<file path="src/rtl/core/stsl_pkg.sv">
// ----------------------------------------------------------------------------
// Symbol timing slicer package
// Shared widths, register indexes, mode codes, FSM states and the structs
// that pass between the slicer modules.
// ----------------------------------------------------------------------------
package stsl_pkg;

    localparam int SAMPLE_W = 16;
    localparam int SUM_W    = 20;   // worst case is seven full-scale samples
    localparam int CNT_W    = 4;
    localparam int IDX_W    = 7;    // signed sample index, -1 .. 31
    localparam int MAX_SPS  = 32;

    // symbol lengths with their own window rules; the long one also has its own timing rule
    localparam logic [5:0] SPS_LONG  = 6'd20;
    localparam logic [5:0] SPS_SHORT = 6'd5;

    localparam logic signed [7:0] LONG_EARLY_LO = 8'sd7;
    localparam logic signed [7:0] LONG_EARLY_HI = 8'sd10;
    localparam logic signed [7:0] LONG_LATE_LO  = 8'sd11;
    localparam logic signed [7:0] LONG_LATE_HI  = 8'sd14;
    localparam logic signed [7:0] LONG_WIN_LO   = 8'sd9;
    localparam logic signed [7:0] LONG_WIN_HI   = 8'sd11;
    localparam logic signed [7:0] SHORT_WIN_IDX = 8'sd2;

    localparam logic [1:0] MOD_C4FM = 2'd0;
    localparam logic [1:0] MOD_QPSK = 2'd1;
    localparam logic [1:0] MOD_GFSK = 2'd2;

    typedef enum logic [2:0] {
        REG_SPS,
        REG_CENTER_IDX,
        REG_MODULATION,
        REG_CLAMP_HIGH,
        REG_CLAMP_LOW,
        REG_CENTER_LEVEL,
        REG_HIGH_REF,
        REG_LOW_REF
    } reg_idx_t;

    typedef enum logic [2:0] {
        ST_IDLE,
        ST_STEP,
        ST_LAUNCH,
        ST_DIV,
        ST_EMIT
    } state_t;

    typedef struct packed {
        logic [5:0]          sps;
        logic [4:0]          center_idx;
        logic [1:0]          modulation;
        logic signed [15:0]  clamp_high;
        logic signed [15:0]  clamp_low;
        logic signed [15:0]  center_level;
        logic signed [15:0]  high_ref;
        logic signed [15:0]  low_ref;
    } cfg_t;

    typedef struct packed {
        logic                     sym_end;
        logic signed [SUM_W-1:0]  window_sum;
        logic [CNT_W-1:0]         window_count;
        logic [15:0]              crossing_count;
        logic signed [IDX_W-1:0]  edge_index;
        logic [15:0]              symbol_counter;
    } track_status_t;

endpackage

</file>
<file path="src/rtl/core/stsl_divider.sv">
// ----------------------------------------------------------------------------
// Window average divider
// Signed truncating division of the window sum by the sample count, one
// quotient bit per cycle on the magnitude with a shared subtractor.
// ----------------------------------------------------------------------------
module stsl_divider
(
    input  logic                                   clk,
    input  logic                                   rst_n,
    input  logic                                   start,
    input  logic signed [stsl_pkg::SUM_W-1:0]      dividend,
    input  logic [stsl_pkg::CNT_W-1:0]             divisor,
    output logic                                   busy,
    output logic                                   done,
    output logic signed [stsl_pkg::SAMPLE_W-1:0]   quotient
);

    localparam int STEP_W = $clog2(stsl_pkg::SUM_W);

    logic                           busy_reg, busy_next;
    logic                           done_reg, done_next;
    logic [STEP_W-1:0]              cnt_reg, cnt_next;
    logic [stsl_pkg::SUM_W-1:0]     quo_reg, quo_next;
    logic [stsl_pkg::CNT_W-1:0]     rem_reg, rem_next;
    logic [stsl_pkg::CNT_W-1:0]     div_reg, div_next;
    logic                           neg_reg, neg_next;

    logic [stsl_pkg::CNT_W-1:0]     trial;
    logic                           fits;

    // remainder stays below the divisor, so its top bit is always clear
    assign trial = {rem_reg[stsl_pkg::CNT_W-2:0], quo_reg[stsl_pkg::SUM_W-1]};
    assign fits  = (trial >= div_reg);

    always_comb
    begin
        busy_next = busy_reg;
        done_next = 1'b0;
        cnt_next  = cnt_reg;
        quo_next  = quo_reg;
        rem_next  = rem_reg;
        div_next  = div_reg;
        neg_next  = neg_reg;
        if (start)
        begin
            busy_next = 1'b1;
            cnt_next  = '0;
            rem_next  = '0;
            div_next  = divisor;
            neg_next  = dividend[stsl_pkg::SUM_W-1];
            quo_next  = dividend[stsl_pkg::SUM_W-1] ? stsl_pkg::SUM_W'(-dividend)
                                                     : stsl_pkg::SUM_W'(dividend);
        end
        else if (busy_reg)
        begin
            rem_next = fits ? (trial - div_reg) : trial;
            quo_next = {quo_reg[stsl_pkg::SUM_W-2:0], fits};
            cnt_next = cnt_reg + STEP_W'(1);
            if (cnt_reg == STEP_W'(stsl_pkg::SUM_W - 1))
            begin
                busy_next = 1'b0;
                done_next = 1'b1;
            end
        end
    end

    always_ff @(posedge clk or negedge rst_n)
    begin
        if (!rst_n)
        begin
            busy_reg <= 1'b0;
            done_reg <= 1'b0;
            cnt_reg  <= '0;
        end
        else
        begin
            busy_reg <= busy_next;
            done_reg <= done_next;
            cnt_reg  <= cnt_next;
        end
    end

    always_ff @(posedge clk)
    begin
        quo_reg <= quo_next;
        rem_reg <= rem_next;
        div_reg <= div_next;
        neg_reg <= neg_next;
    end

    assign busy     = busy_reg;
    assign done     = done_reg;
    assign quotient = neg_reg ? -$signed(quo_reg[stsl_pkg::SAMPLE_W-1:0])
                              : $signed(quo_reg[stsl_pkg::SAMPLE_W-1:0]);

endmodule

</file>
<file path="src/rtl/core/stsl_track.sv">
// ----------------------------------------------------------------------------
// Symbol tracker
// Per-sample timing state: start-of-symbol adjustment, clamping, level
// crossing count, first edge index and window accumulation.
// ----------------------------------------------------------------------------
module stsl_track
(
    input  logic                                  clk,
    input  logic                                  rst_n,
    input  logic                                  step,
    input  stsl_pkg::cfg_t                        cfg,
    input  logic signed [stsl_pkg::SAMPLE_W-1:0]  sample,
    input  logic                                  frame_sync,
    output stsl_pkg::track_status_t               status
);

    localparam int IW = stsl_pkg::IDX_W;
    localparam int SW = stsl_pkg::SUM_W;

    logic signed [IW-1:0]                  sample_index_reg, sample_index_next;
    logic                                  symbol_active_reg, symbol_active_next;
    logic                                  sync_latched_reg, sync_latched_next;
    logic signed [IW-1:0]                  edge_index_reg, edge_index_next;
    logic signed [SW-1:0]                  window_sum_reg, window_sum_next;
    logic [stsl_pkg::CNT_W-1:0]            window_count_reg, window_count_next;
    logic signed [stsl_pkg::SAMPLE_W-1:0]  prev_reg, prev_next;
    logic [15:0]                           crossing_reg, crossing_next;
    logic [15:0]                           symbol_counter_reg, symbol_counter_next;

    logic [5:0]                            sps_eff;
    logic signed [7:0]                     sps_s, c_s, j_s, idx_start, idx;
    logic                                  start, sync_now, sym_end;
    logic signed [IW-1:0]                  edge_cur;
    logic signed [stsl_pkg::SAMPLE_W-1:0]  s;
    logic signed [SW-1:0]                  s4, p4, hi5, lo5, s20, sum_base;
    logic [stsl_pkg::CNT_W-1:0]            cnt_base;
    logic                                  above, prev_lt, prev_gt;
    logic                                  cross_c, cross_o, edge_set;
    logic                                  add_a, add_b;

    assign sps_eff = (cfg.sps > 6'(stsl_pkg::MAX_SPS)) ? 6'(stsl_pkg::MAX_SPS) : cfg.sps;
    assign sps_s   = $signed({2'b00, sps_eff});
    assign c_s     = $signed({3'b000, cfg.center_idx});
    assign j_s     = {edge_index_reg[IW-1], edge_index_reg};

    assign start    = !symbol_active_reg;
    assign sync_now = start ? frame_sync : sync_latched_reg;

    // timing nudge from the previous symbol's first edge
    always_comb
    begin
        idx_start = 8'sd0;
        if (!frame_sync)
        begin
            priority if (sps_eff == stsl_pkg::SPS_LONG)
            begin
                if (j_s >= stsl_pkg::LONG_EARLY_LO && j_s <= stsl_pkg::LONG_EARLY_HI)
                    idx_start = -8'sd1;
                else if (j_s >= stsl_pkg::LONG_LATE_LO && j_s <= stsl_pkg::LONG_LATE_HI)
                    idx_start = 8'sd1;
            end
            else if (cfg.modulation == stsl_pkg::MOD_GFSK)
            begin
                if (j_s >= c_s - 8'sd1 && j_s <= c_s)
                    idx_start = -8'sd1;
                else if (j_s >= c_s + 8'sd1 && j_s <= c_s + 8'sd2)
                    idx_start = 8'sd1;
            end
            else if (cfg.modulation == stsl_pkg::MOD_C4FM)
            begin
                if (j_s > 8'sd0 && j_s <= c_s)
                    idx_start = -8'sd1;
                else if (j_s > c_s && j_s < sps_s)
                    idx_start = 8'sd1;
            end
            else
                idx_start = 8'sd0;
        end
    end

    assign idx      = start ? idx_start : {sample_index_reg[IW-1], sample_index_reg};
    assign edge_cur = (start && !frame_sync) ? -IW'(1) : edge_index_reg;

    // clamp only while synced in C4FM; upper test wins on inverted limits
    always_comb
    begin
        s = sample;
        if (sync_now && cfg.modulation == stsl_pkg::MOD_C4FM)
        begin
            if (sample > cfg.clamp_high)
                s = cfg.clamp_high;
            else if (sample < cfg.clamp_low)
                s = cfg.clamp_low;
        end
    end

    // 1.25 * ref compared exactly as 4*s against 5*ref
    assign s20 = SW'(s);
    assign s4  = s20 <<< 2;
    assign p4  = SW'(prev_reg) <<< 2;
    assign hi5 = (SW'(cfg.high_ref) <<< 2) + SW'(cfg.high_ref);
    assign lo5 = (SW'(cfg.low_ref) <<< 2) + SW'(cfg.low_ref);

    assign above   = (s > cfg.center_level);
    assign prev_lt = (prev_reg < cfg.center_level);
    assign prev_gt = (prev_reg > cfg.center_level);

    always_comb
    begin
        if (above)
        begin
            cross_c  = prev_lt;
            cross_o  = (s4 > hi5) && (p4 < hi5);
            edge_set = !(s4 > hi5) && edge_cur[IW-1] && prev_lt;
        end
        else
        begin
            cross_c  = prev_gt;
            cross_o  = (s4 < lo5) && (p4 > lo5);
            edge_set = !(s4 < lo5) && edge_cur[IW-1] && prev_gt;
        end
    end

    // averaging windows
    always_comb
    begin
        add_a = (sps_eff == stsl_pkg::SPS_LONG) && (idx >= stsl_pkg::LONG_WIN_LO)
                && (idx <= stsl_pkg::LONG_WIN_HI);
        priority if (sps_eff == stsl_pkg::SPS_SHORT)
            add_b = (idx == stsl_pkg::SHORT_WIN_IDX);
        else if (cfg.modulation != stsl_pkg::MOD_QPSK)
            add_b = (idx >= c_s - 8'sd1) && (idx <= c_s + 8'sd2);
        else
            add_b = (idx == c_s - 8'sd1) || (idx == c_s + 8'sd1);
    end

    assign sum_base = start ? '0 : window_sum_reg;
    assign cnt_base = start ? '0 : window_count_reg;
    assign sym_end  = (idx + 8'sd1) >= sps_s;

    always_comb
    begin
        sample_index_next   = sample_index_reg;
        symbol_active_next  = symbol_active_reg;
        sync_latched_next   = sync_latched_reg;
        edge_index_next     = edge_index_reg;
        window_sum_next     = window_sum_reg;
        window_count_next   = window_count_reg;
        prev_next           = prev_reg;
        crossing_next       = crossing_reg;
        symbol_counter_next = symbol_counter_reg;
        if (step)
        begin
            sync_latched_next = sync_now;
            edge_index_next   = edge_set ? idx[IW-1:0] : edge_cur;
            window_sum_next   = sum_base + (add_a ? s20 : SW'(0)) + (add_b ? s20 : SW'(0));
            window_count_next = cnt_base + stsl_pkg::CNT_W'(add_a)
                                + stsl_pkg::CNT_W'(add_b);
            prev_next         = s;
            crossing_next     = crossing_reg + 16'(cross_c) + 16'(cross_o);
            if (sym_end)
            begin
                symbol_active_next  = 1'b0;
                sample_index_next   = '0;
                symbol_counter_next = symbol_counter_reg + 16'd1;
            end
            else
            begin
                symbol_active_next = 1'b1;
                sample_index_next  = idx[IW-1:0] + IW'(1);
            end
        end
    end

    always_ff @(posedge clk or negedge rst_n)
    begin
        if (!rst_n)
        begin
            sample_index_reg   <= '0;
            symbol_active_reg  <= 1'b0;
            sync_latched_reg   <= 1'b0;
            edge_index_reg     <= -IW'(1);
            window_sum_reg     <= '0;
            window_count_reg   <= '0;
            prev_reg           <= '0;
            crossing_reg       <= '0;
            symbol_counter_reg <= '0;
        end
        else
        begin
            sample_index_reg   <= sample_index_next;
            symbol_active_reg  <= symbol_active_next;
            sync_latched_reg   <= sync_latched_next;
            edge_index_reg     <= edge_index_next;
            window_sum_reg     <= window_sum_next;
            window_count_reg   <= window_count_next;
            prev_reg           <= prev_next;
            crossing_reg       <= crossing_next;
            symbol_counter_reg <= symbol_counter_next;
        end
    end

    always_comb
    begin
        status.sym_end        = step && sym_end;
        status.window_sum     = window_sum_reg;
        status.window_count   = window_count_reg;
        status.crossing_count = crossing_reg;
        status.edge_index     = edge_index_reg;
        status.symbol_counter = symbol_counter_reg;
    end

endmodule

</file>
<file path="src/rtl/core/symbol_timing_slicer_top.sv">
// ----------------------------------------------------------------------------
// Symbol timing slicer, top level
// Sequencer, configuration registers, result register and the tracker and
// divider instances.
// ----------------------------------------------------------------------------
// A sample that does not close a symbol is accepted in ST_IDLE and applied
// in ST_STEP. A closing sample goes on through ST_LAUNCH, ST_DIV (20-step
// bit-serial divider of the window average) and ST_EMIT; an empty window
// skips the divider. One sample is in flight at a time; a finished result
// waits in the output register while the next sample is taken.
// Reset (rst_n, async, active low) loads the register defaults and clears
// the symbol state; in_ready is already high when reset is released.
// ----------------------------------------------------------------------------
module symbol_timing_slicer_top
(
    input  logic                 clk,
    input  logic                 rst_n,
    input  logic                 cfg_write,
    input  logic [2:0]           cfg_index,
    input  logic [15:0]          cfg_data,
    input  logic                 in_valid,
    output logic                 in_ready,
    input  logic signed [15:0]   sample,
    input  logic                 frame_sync,
    output logic                 out_valid,
    input  logic                 out_ready,
    output logic signed [15:0]   symbol_value,
    output logic [15:0]          flip_count,
    output logic signed [6:0]    edge_offset,
    output logic [15:0]          symbol_number,
    output logic                 empty_window
);

    stsl_pkg::cfg_t           cfg_reg, cfg_next;
    stsl_pkg::state_t         state_reg, state_next;
    stsl_pkg::track_status_t  status;

    logic signed [15:0]  sample_reg;
    logic                sync_reg;
    logic                out_valid_reg, out_valid_next;
    logic signed [15:0]  symbol_value_reg;
    logic [15:0]         flip_count_reg;
    logic signed [6:0]   edge_offset_reg;
    logic [15:0]         symbol_number_reg;
    logic                empty_window_reg;

    logic                step, div_start, div_busy, div_done, load_out, empty;
    logic signed [15:0]  div_quotient;

    // configuration registers
    always_comb
    begin
        cfg_next = cfg_reg;
        if (cfg_write)
        begin
            unique case (stsl_pkg::reg_idx_t'(cfg_index))
                stsl_pkg::REG_SPS:          cfg_next.sps          = cfg_data[5:0];
                stsl_pkg::REG_CENTER_IDX:   cfg_next.center_idx   = cfg_data[4:0];
                stsl_pkg::REG_MODULATION:   cfg_next.modulation   = cfg_data[1:0];
                stsl_pkg::REG_CLAMP_HIGH:   cfg_next.clamp_high   = $signed(cfg_data);
                stsl_pkg::REG_CLAMP_LOW:    cfg_next.clamp_low    = $signed(cfg_data);
                stsl_pkg::REG_CENTER_LEVEL: cfg_next.center_level = $signed(cfg_data);
                stsl_pkg::REG_HIGH_REF:     cfg_next.high_ref     = $signed(cfg_data);
                stsl_pkg::REG_LOW_REF:      cfg_next.low_ref      = $signed(cfg_data);
                default:                    cfg_next = cfg_reg;
            endcase
        end
    end

    always_ff @(posedge clk or negedge rst_n)
    begin
        if (!rst_n)
        begin
            cfg_reg.sps          <= 6'd10;
            cfg_reg.center_idx   <= 5'd4;
            cfg_reg.modulation   <= stsl_pkg::MOD_C4FM;
            cfg_reg.clamp_high   <= 16'sh7FFF;
            cfg_reg.clamp_low    <= 16'sh8000;
            cfg_reg.center_level <= '0;
            cfg_reg.high_ref     <= '0;
            cfg_reg.low_ref      <= '0;
        end
        else
        begin
            cfg_reg <= cfg_next;
        end
    end

    stsl_track u_track
    (
        .clk        (clk),
        .rst_n      (rst_n),
        .step       (step),
        .cfg        (cfg_reg),
        .sample     (sample_reg),
        .frame_sync (sync_reg),
        .status     (status)
    );

    stsl_divider u_divider
    (
        .clk      (clk),
        .rst_n    (rst_n),
        .start    (div_start),
        .dividend (status.window_sum),
        .divisor  (status.window_count),
        .busy     (div_busy),
        .done     (div_done),
        .quotient (div_quotient)
    );

    // sequencer
    assign empty = (status.window_count == '0);

    always_comb
    begin
        state_next = state_reg;
        in_ready   = 1'b0;
        step       = 1'b0;
        div_start  = 1'b0;
        load_out   = 1'b0;
        unique case (state_reg)
            stsl_pkg::ST_IDLE:
            begin
                in_ready = 1'b1;
                if (in_valid)
                    state_next = stsl_pkg::ST_STEP;
            end
            stsl_pkg::ST_STEP:
            begin
                step       = 1'b1;
                state_next = status.sym_end ? stsl_pkg::ST_LAUNCH : stsl_pkg::ST_IDLE;
            end
            stsl_pkg::ST_LAUNCH:
            begin
                div_start  = !empty;
                state_next = empty ? stsl_pkg::ST_EMIT : stsl_pkg::ST_DIV;
            end
            stsl_pkg::ST_DIV:
            begin
                if (div_done)
                    state_next = stsl_pkg::ST_EMIT;
            end
            stsl_pkg::ST_EMIT:
            begin
                load_out = !out_valid_reg || out_ready;
                if (load_out)
                    state_next = stsl_pkg::ST_IDLE;
            end
            default:
            begin
                state_next = stsl_pkg::ST_IDLE;
            end
        endcase
    end

    always_comb
    begin
        out_valid_next = out_valid_reg;
        if (load_out)
            out_valid_next = 1'b1;
        else if (out_ready)
            out_valid_next = 1'b0;
    end

    always_ff @(posedge clk or negedge rst_n)
    begin
        if (!rst_n)
        begin
            state_reg     <= stsl_pkg::ST_IDLE;
            out_valid_reg <= 1'b0;
        end
        else
        begin
            state_reg     <= state_next;
            out_valid_reg <= out_valid_next;
        end
    end

    always_ff @(posedge clk)
    begin
        if (in_valid && in_ready)
        begin
            sample_reg <= sample;
            sync_reg   <= frame_sync;
        end
        if (load_out)
        begin
            symbol_value_reg  <= empty ? 16'sd0 : div_quotient;
            flip_count_reg    <= status.crossing_count;
            edge_offset_reg   <= status.edge_index;
            symbol_number_reg <= status.symbol_counter;
            empty_window_reg  <= empty;
        end
    end

    assign out_valid     = out_valid_reg;
    assign symbol_value  = symbol_value_reg;
    assign flip_count    = flip_count_reg;
    assign edge_offset   = edge_offset_reg;
    assign symbol_number = symbol_number_reg;
    assign empty_window  = empty_window_reg;

    // checks
    a_one_in_flight: assert property (@(posedge clk) disable iff (!rst_n)
        (in_valid && in_ready) |=> !in_ready)
        else $error("second sample taken while one is in flight");

    a_div_start_idle: assert property (@(posedge clk) disable iff (!rst_n)
        div_start |-> !div_busy)
        else $error("divider restarted while busy");

    a_div_done_state: assert property (@(posedge clk) disable iff (!rst_n)
        div_done |-> (state_reg == stsl_pkg::ST_DIV))
        else $error("divider finished outside the divide state");

    a_empty_zero: assert property (@(posedge clk) disable iff (!rst_n)
        (out_valid && empty_window) |-> (symbol_value == 16'sd0))
        else $error("empty window with non-zero symbol value");

endmodule

</file>
<file path="config.mk">
export PLATFORM = sky130hd
export DESIGN_NAME = symbol_timing_slicer_top
export DESIGN_NICKNAME = d
export VERILOG_FILES = /design/src/rtl/core/stsl_pkg.sv /design/src/rtl/core/stsl_divider.sv /design/src/rtl/core/stsl_track.sv /design/src/rtl/core/symbol_timing_slicer_top.sv
export SDC_FILE = /design/constraint.sdc
export NUM_CORES = 1
export LEC_CHECK = 0
export BUFFER_PORTS_ARGS = -buffer_cell sky130_fd_sc_hd__buf_2
export CAP_MARGIN = 25
export CORE_MARGIN = 2
export CORE_UTILIZATION = 50
export CTS_BUF_LIST = sky130_fd_sc_hd__clkbuf_4 sky130_fd_sc_hd__clkbuf_8 sky130_fd_sc_hd__clkbuf_16
export DETAILED_ROUTE_END_ITERATION = 8
export PLACE_DENSITY = 0.73
export RECOVER_POWER = 25
export SLEW_MARGIN = 5
export SYNTH_ARGS = -nofsm -noshare
export SYNTH_HDL_FRONTEND = slang
export SYNTH_SLANG_ARGS = --single-unit
</file>
<file path="constraint.sdc">
create_clock -name clk -period 18.7 [get_ports clk]
set_input_delay 0.935 -clock clk [delete_from_list [all_inputs] [get_ports clk]]
set_output_delay 0.935 -clock clk [all_outputs]
set_load 0.03 [all_outputs]
</file>
==> results of run 1 <==
## worst max-delay path: cells and delay by family (launching register included)
| kind | cells | cell delay, ns |
|---|---|---|
| xor+xnor | 2 | 0.49 |
| buf+inv | 2 | 0.38 |
| fa+ha+maj | 6 | 2.11 |
| compound gates | 13 | 2.91 |
| simple gates | 8 | 2.03 |
| mux | 1 | 0.21 |
| flops | 1 | 0.62 |
## cell usage in the layout, fill, tap and decap left out, drive strengths merged, types with 55 or more instances in the layout
| cell | instances |
|---|---|
| ha | 240 |
| nand2 | 207 |
| dfrtp | 166 |
| inv | 142 |
| nor2 | 121 |
| buf | 112 |
| o21ai | 111 |
| edfxtp | 98 |
| a21oi | 94 |
| mux2 | 77 |
| xor2 | 64 |
| xnor2 | 55 |
## cell type report
cell class | count | area share
clock buffer | 49 | 0.04793
clock inverter | 14 | 0.008895
inverter | 142 | 0.02419
multi-input combinational | 1482 | 0.5055
sequential | 293 | 0.3550
tap | 518 | 0.02935
timing repair buffer | 115 | 0.02918
## cells by family after synthesis
group | synth area share
muxes | 0.05054
buffers and inverters | 0.03836
adders and majority gates | 0.1787
DFF | 0.3973
AOI/OAI and AO/OA | 0.1413
xor gates and xnor gates | 0.05282
and+or+nand+nor | 0.1410
## stage by stage
stage / hold slack [ns] / instance area [µm²] / util / instances / setup WS (ns)
after global placement: 0.4550 / 20760 / 0.5347 / 2543 / 10.06
after CTS: 0.4681 / 22060 / 0.5683 / 2611 / 9.862
final: 0.4726 / 22080 / 0.5688 / 2613 / 9.785
after detailed placement: 0.4605 / 20810 / 0.5360 / 2548 / 9.916
after global routing: 0.4903 / 22080 / 0.5688 / 2613 / 9.269
after floorplan: 0.4372 / 19730 / - / 1972 / 11.12
## power by group through the flow
| stage | sequential (µW) | clock [µW] | combinational, µW |
|---|---|---|---|
| 2_1_floorplan | 1020 | 0 | 1380 |
| 3_3_place_gp | 1080 | 0 | 1770 |
| 3_5_place_dp | 1090 | 0 | 1840 |
| 4_1_cts | 1080 | 744 | 1860 |
| 5_1_grt | 1100 | 773 | 2110 |
| 6_report | 1080 | 731 | 1870 |
## final timing paths
| kind | cells past startpoint | end | startpoint | slack, ns |
|---|---|---|---|---|
| min in group asynchronous | 1 | cfg_reg[51] | rst_n | 0.81 |
| max reg2reg | 32 | u_track.window_sum_reg[19] | cfg_reg[84] | 9.79 |
| min | 1 | u_track.symbol_counter_reg[15] | u_track.symbol_counter_reg[15] | 0.47 |
| min reg2reg | 1 | u_track.symbol_counter_reg[15] | u_track.symbol_counter_reg[15] | 0.47 |
| max | 32 | u_track.window_sum_reg[19] | cfg_reg[84] | 9.79 |
| max in group asynchronous | 2 | u_track.crossing_reg[8] | rst_n | 12.03 |
## routing by layer
metal	track usage	wire, µm
met1	0.3027	20820
met2	0.4278	24100
met3	0.03307	2551
met4	0.08264	1635
met5	0	0
==> metrics.cfg, run 1 <==
[setup_path]
worst-setup-path-type=reg2reg
required_ns=19.06
crit_path_max_fanout=12
start_kind=flop
critPathSlowestCell=or4b_2
crit_path_max_incr_delay_ns=0.65
critPathCaptureType=flop
path_common_cell=ha_1
arrival_ns=9.28

[power_and_ir_drop]
combPwrFrac=0.509
pwr-share-clk=0.198
switching_share=0.4318
intPower_uw=2092
power.total_uw=3683
ir_drop_uv=117.8
seq_power_share=0.293
powerDensity_nw_per_um2=166.7
leakage_uw=0.01018
switchingPower_uw=1590

[logic_synthesis]
synth-seq-area-share=0.3973
synth_cell_types=82
synth-edff-count=98
syn_area_um2=19730
netlist.top_cell.by_area=dfrtp_1
yosys.area.top_type_share=0.2105
syn_inst=1972
synth_area_leaders=dfrtp_1 (21%), ha_1 (15%), edfxtp_1 (15%)
syn_avg_cell_area_um2=10.01
ys.flop_type=dfrtp_1
synthArstFlopShare=0.6553
yosysMostFrequentCell=ha_1
syn-num-nets=2278
ys_ff_latch=293
yosysWarnings=0
yosys-top-cells-count=ha_1 (240), nand2_1 (197), dfrtp_1 (166), inv_1 (138), nor2_1 (120)

[clock_tree]
hold_buffers=0
clk_pin_slew_ns=0.06
clkSinkCount=293
cts-htree-levels=2
cts_buffers=35
cts_buffer_depth=3
cts_tree=done
cts_root_buffer=clkbuf_16
insertion_delay_ns=0.53
postCtsSetupBuffers=0
cts_resized=0

[detailed_routing]
vias=15350
final_antenna_net_count=0
wl_mm=49.10
viasPerCell=5.874
drc_errors=0
drt_iter0_drc=873
wl_per_cell_um=18.79
dr.pass1.iters=5

[timing]
worst_pin_slew_ns=5.320
fin_skew_ns=0.02173
period_share=0.4767
max_freq_mhz=112.2
finalHoldViolCount=0
setup_tns_ns=0
slew_headroom=-2.547
setup_viol=0
fin_crit_ns=8.915
rsz0062_at_grt=no
slew_viol_final=131

[global_routing]
grt_usage=0.2415
antenna_found_initial=0
grt-ovfl-total=0
grt_pass1_vias=15468
grt_start_max_net_pins=129
grt_pass1_wl_mm=79.76

[finish]
fillers=3292
nets=2375
synthToLayoutAreaGrowth_pct=11.93
antenna_cells=0
drive_gt1_frac=0.1504
largest_reg_flops=93
seq_area_um2=7840
multi_input_area_um2=11160

[placed_design]
place_hpwl_mm=37.69
routabilityCongestion=0.9559
io_buffer_count=98

[floorplan]
core_area_um2=38830
die_h_um=202.7
initial_core_util=0.5082
die_area_um2=41070
num_io_pins=99
die_w_um=202.7
num_rows=72

[status]
violations=capacitance limit, slew limit
status=finished, violations left

[min_path]
hold_path.class=reg2reg

[flow_run]
drv_cap=2

No activity file was read; power rests on OpenSTA's default activity.
==> run 2, diff against run 1 <==
- clock period: 18.7 -> 8.3 ns (I/O delays scaled with it)
==> run 2 against run 1 <==
Against the previous run:
- the run still ends with capacitance limit, slew limit left
- largest cell class unchanged
- worst setup slack worse by 9.5 ns
- clock power is 98% higher
- combinational power is 130% higher
- sequential share of layout area is 0.16 points lower
- hold slack worse by 0.36 ns
- total power is 120% higher
- critical path depth is 1 higher
- register-to-register slack worse by 9.5 ns
==> metrics.cfg, run 2 (synthesis results as in run 1) <==
[finish]
drive_gt1_frac=0.1514
design_area_um2=22190
final_cell_mix=ha_1 (239), nand2_1 (197), dfrtp_1 (166)
antenna_cells=0
final_common_cell=ha_1
nets=2396
largest_reg_flops=93
synthToLayoutAreaGrowth_pct=12.43
final_cells=2632

[timing]
fin_skew_ns=0.02456
slew_viol_final=108
slew_headroom=-2.936
finalHoldViolCount=0
max_freq_mhz=124.2
whs_ns=0.1146
worst_pin_slew_ns=5.903
rsz0062_at_grt=yes
setup_viol=0
period_share=0.9704
fin_crit_ns=8.054
setup_slack_ns=0.2456

[detailed_routing]
drt-met1-wl_mm=20.46
wl_per_cell_um=18.25
drt_iter0_drc=804
vias=15215
wl_met3_mm=2.484
wl_met2_mm=23.35
final_antenna_net_count=0
highest_layer=met4
drc_errors=0
wl_mm=48.03
dr.pass1.iters=7
viasPerCell=5.781

[placed_design]
pre_cts_slack_ns=0.01249
routabilityCongestion=0.9291
post-place-cells=2553
dpl_cell_area_um2=20860
place_hpwl_mm=36.96
io_buffer_count=98

[clock_tree]
clk_pin_slew_ns=0.06
clkSinkCount=293
insertion_delay_ns=0.58
cts_buffers=31
cts_tree=done
cts_root_buffer=clkbuf_16
cts-htree-levels=1
cts_buffer_depth=3

[power_and_ir_drop]
ir_drop_uv=211.1
switchingPower_uw=3540
seq_power_share=0.299
switching_share=0.4351
intPower_uw=4597
powerDensity_nw_per_um2=366.8
pwr-share-clk=0.179
leakage_uw=0.01020
combPwrFrac=0.522

[setup_path]
path_common_cell=ha_1
worst-setup-path-type=reg2reg
critPathSlowestCell=or4b_2
r2r_setup_slack_ns=0.25
start_kind=flop
critPathCaptureType=flop
reg2reg_depth=33
regToRegEndpoint=u_track.window_sum_reg[19]
crit_path_max_fanout=6
required_ns=8.72
arrival_ns=8.47
r2r-start=cfg_reg[84]
crit_buf_inv=5
crit_family=compound AO/OA/AOI/OAI gates
crit_path_max_incr_delay_ns=0.68

[floorplan]
core_area_um2=38830
initial_core_util=0.5082
num_io_pins=99
die_h_um=202.7
die_area_um2=41070
die_w_um=202.7
num_rows=72

[min_path]
hold_end=state_reg[0]
min-delay-start=in_valid
holdPathStages=3
hold_path.class=in2reg

[flow_run]
drv_cap=1

[global_routing]
antenna_found_initial=0
grt_pass1_vias=15101
grt_usage=0.2329
grt_pass1_wl_mm=76.98
grt-ovfl-total=0
grt_start_max_net_pins=119

[status]
status=finished, violations left
violations=capacitance limit, slew limit

-- run 2: cell count changes in the layout (fill, tap and decap cells not counted), moves of 3 or more --
cell,change
clkinv_4,-3
clkinv_2,+4
dfstp_1,-3
buf_4,+7
clkbuf_16,-7
dlygate4sd3_1,+17
dfstp_2,+3
clkinv_1,+4
buf_6,-3
clkbuf_1,+5
-- run 2: how the worst max path moves through the flow --
stage                     cells past startpoint         from                    endpoint
after floorplan                              34  cfg_reg[84]  u_track.window_sum_reg[19]
after global placement                       33  cfg_reg[84]  u_track.window_sum_reg[19]
after detailed placement                     34  cfg_reg[83]  u_track.window_sum_reg[19]
after CTS                                    33  cfg_reg[84]  u_track.window_sum_reg[19]
after global routing                         33  cfg_reg[84]  u_track.window_sum_reg[19]
final                                        33  cfg_reg[84]  u_track.window_sum_reg[19]
-- run 2: layer usage --
metal	vias to the layer above	global-route usage
li1	7364	-
met2	458	0.4085
met1	7273	0.2924
met5	-	0
met3	120	0.03371
met4	0	0.08498
-- run 2: layout make-up --
cell class | instances | area [µm²]
inverter | 142 | 534.3
tap | 518 | 648.1
clock buffer | 39 | 854.6
sequential | 293 | 7840
multi-input combinational | 1482 | 11230
clock inverter | 18 | 217.7
fill | 3316 | 16640
timing repair buffer | 140 | 862.1
-- run 2: worst register-to-register path, delay by kind of cell, from the launching register on --
family | cells | cell delay, ns
AOI/OAI and AO/OA | 13 | 2.46
buffers and inverters | 5 | 0.49
muxes | 1 | 0.23
DFF | 1 | 0.58
adders and majority gates | 6 | 2.10
and+or+nand+nor | 7 | 1.85
xor gates and xnor gates | 1 | 0.19
-- run 2: through the flow --
stage                     power, µW  setup TNS (ns)  utilization
after floorplan                5418               0            -
after global placement         6414               0       0.5356
after detailed placement       6597               0       0.5373
after CTS                      8106               0       0.5695
after global routing           8822         -0.3097       0.5714
final                          8138               0       0.5714
-- run 2: timing repair --
action | CTS | global route
hold buffers | 16 | 1
gates resized for setup | 1 | 13
pin swaps | 1 | 3
setup endpoints to repair | 1 | 6
endpoints found under the hold margin | 16 | 11
setup buffers | 1 | 2
-- run 2: power groups by stage --
stage	clock [µW]	sequential [µW]	combinational (µW)
CTS	1480	2430	4200
detailed placement	0	2450	4140
global placement	0	2430	3980
finish	1450	2430	4250
floorplan	0	2300	3120
global route	1530	2480	4810
==> run 3, diff against run 2 <==
- CORE_UTILIZATION: 50 -> 35
- PLACE_DENSITY: 0.73 -> 0.56
- TNS_END_PERCENT: default -> 20
- clock period: 8.3 -> 10.1 ns (I/O delays scaled with it)
==> run 3 against run 2 <==
Against the previous run:
- global-route usage decreased by 5.8 points
- sequential power decreased by 17%
- critical path type unchanged
- utilization decreased by 17 points
- clock power decreased by 10%
- worst setup slack improved by 0.96 ns
- count of clock-buffer cells in the layout increased by 11
- design area increased by 0.62%
- register-to-register slack improved by 0.96 ns
- maximum frequency decreased by 9.5%
- critical path depth decreased by 1
- the flow still finishes with violations (capacitance limit, slew limit)
==> metrics.cfg, run 3 (synthesis results as in run 1) <==
[setup_path]
required_ns=10.50
r2r-start=cfg_reg[84]
arrival_ns=9.29
crit_path_max_fanout=12
worstSetupStartpoint=cfg_reg[84]
path_common_cell=ha_1
crit_family=compound AO/OA/AOI/OAI gates
crit_buf_inv=2
critPathCaptureType=flop
crit_path_max_incr_delay_ns=0.66
critPathSlowestCell=or4b_2
worst-setup-path-type=reg2reg
start_kind=flop

[status]
status=finished, violations left
violations=capacitance limit, slew limit

[floorplan]
die_h_um=241.4
num_rows=87
die_area_um2=58290
initial_core_util=0.3520
num_io_pins=99
die_w_um=241.4
core_area_um2=56060

[timing]
setup_tns_ns=0
setup_viol=0
rsz0062_at_grt=no
fin_crit_ns=8.897
period_share=0.8809
slew_viol_final=52
finalHoldViolCount=0
fin_skew_ns=0.02192
max_freq_mhz=112.4
worst_pin_slew_ns=3.016
slew_headroom=-1.011

[global_routing]
grt-ovfl-total=0
grt_pass1_vias=14624
grt_pass1_wl_mm=80.50
grt_start_max_net_pins=74
grt_usage=0.1751
antenna_found_initial=0

[detailed_routing]
dr.pass1.iters=5
final_antenna_net_count=0
drt_iter0_drc=855
wl_mm=50.15
viasPerCell=5.214
vias=14887
wl_per_cell_um=17.57
drc_errors=0

[flow_run]
drv_cap=1

[finish]
nets=2378
drive_gt1_frac=0.1477
design_area_um2=22320
final_cell_mix=ha_1 (240), nand2_1 (197), dfrtp_1 (166)
synthToLayoutAreaGrowth_pct=13.13
largest_reg_flops=93
seq_area_um2=7840
antenna_cells=0
final_common_cell=ha_1
fillers=5490
multi_input_area_um2=11160

[power_and_ir_drop]
power.total_uw=6727
combPwrFrac=0.508
switchingPower_uw=2933
ir_drop_uv=144.2
leakage_uw=0.01017
pwr-share-clk=0.193
powerDensity_nw_per_um2=301.3
switching_share=0.4361
seq_power_share=0.299
intPower_uw=3793

[placed_design]
dpl_cell_area_um2=21090
routabilityCongestion=0.9346
place_hpwl_mm=38.87
io_buffer_count=98

[min_path]
min-delay-start=sample[11]
hold_path.class=in2reg

[clock_tree]
insertion_delay_ns=0.55
cts_tree=done
cts_buffer_depth=3
cts_root_buffer=clkbuf_16
clkSinkCount=293
cts-htree-levels=2
cts_buffers=36
clk_pin_slew_ns=0.05

## run 3: layer usage
layer,part of all wire,GRT usage,vias up
li1,-,-,7341
met1,0.47,0.2398,7104
met5,0,0,-
met3,0.051,0.03031,79
met2,0.45,0.2820,363
met4,0.025,0.05462,0
## run 3: worst register-to-register path, delay by kind of cell, from the launching register on
kind / cells / cell delay [ns]
compound gates: 13 / 2.78
buf+inv: 2 / 0.42
flops: 1 / 0.62
fa+ha+maj: 6 / 2.13
xor+xnor: 2 / 0.51
mux: 1 / 0.20
simple gates: 8 / 2.10
## run 3: what timing repair did
item | 4_1_cts | 5_1_grt
gates resized for setup | 0 | 0
buffers inserted | 0 | 0
hold endpoints to repair | 49 | 0
hold buffers | 1 | 0
## run 3: cell type report
cell class / count / area share
clock inverter: 15 / 0.007231
tap: 756 / 0.04237
multi-input combinational: 1482 / 0.4999
inverter: 142 / 0.02393
timing repair buffer: 117 / 0.02892
clock buffer: 50 / 0.04647
sequential: 293 / 0.3512
## run 3: stage by stage
stage | setup slack, ns | hold slack (ns) | std cells | utilization
6_report | 1.203 | 0.1366 | 2855 | 0.3982
2_1_floorplan | 2.524 | 0.2094 | 1972 | -
3_3_place_gp | 1.510 | 0.4554 | 2783 | 0.3759
4_1_cts | 1.255 | 0.1053 | 2851 | 0.3977
3_5_place_dp | 1.274 | 0.4612 | 2785 | 0.3762
5_1_grt | 0.5826 | 0.1089 | 2855 | 0.3982
## run 3: power groups by stage
stage          sequential [µW]  combinational [µW]  clock (µW)
2_1_floorplan             1890                2560           0
3_3_place_gp              2020                3310           0
3_5_place_dp              2030                3400           0
4_1_cts                   2010                3420        1340
5_1_grt                   2060                3890        1390
6_report                  2010                3420        1300
## run 3: final timing paths
check	end	slack (ns)	depth (start not counted)
setup / recovery	u_track.window_sum_reg[19]	1.20	32
hold / removal	sample_reg[11]	0.14	1
setup reg to reg	u_track.window_sum_reg[19]	1.20	32
hold reg to reg	u_track.crossing_reg[15]	0.47	1
max in group asynchronous	cfg_reg[51]	6.44	3
min in group asynchronous	u_track.window_sum_reg[18]	1.50	2
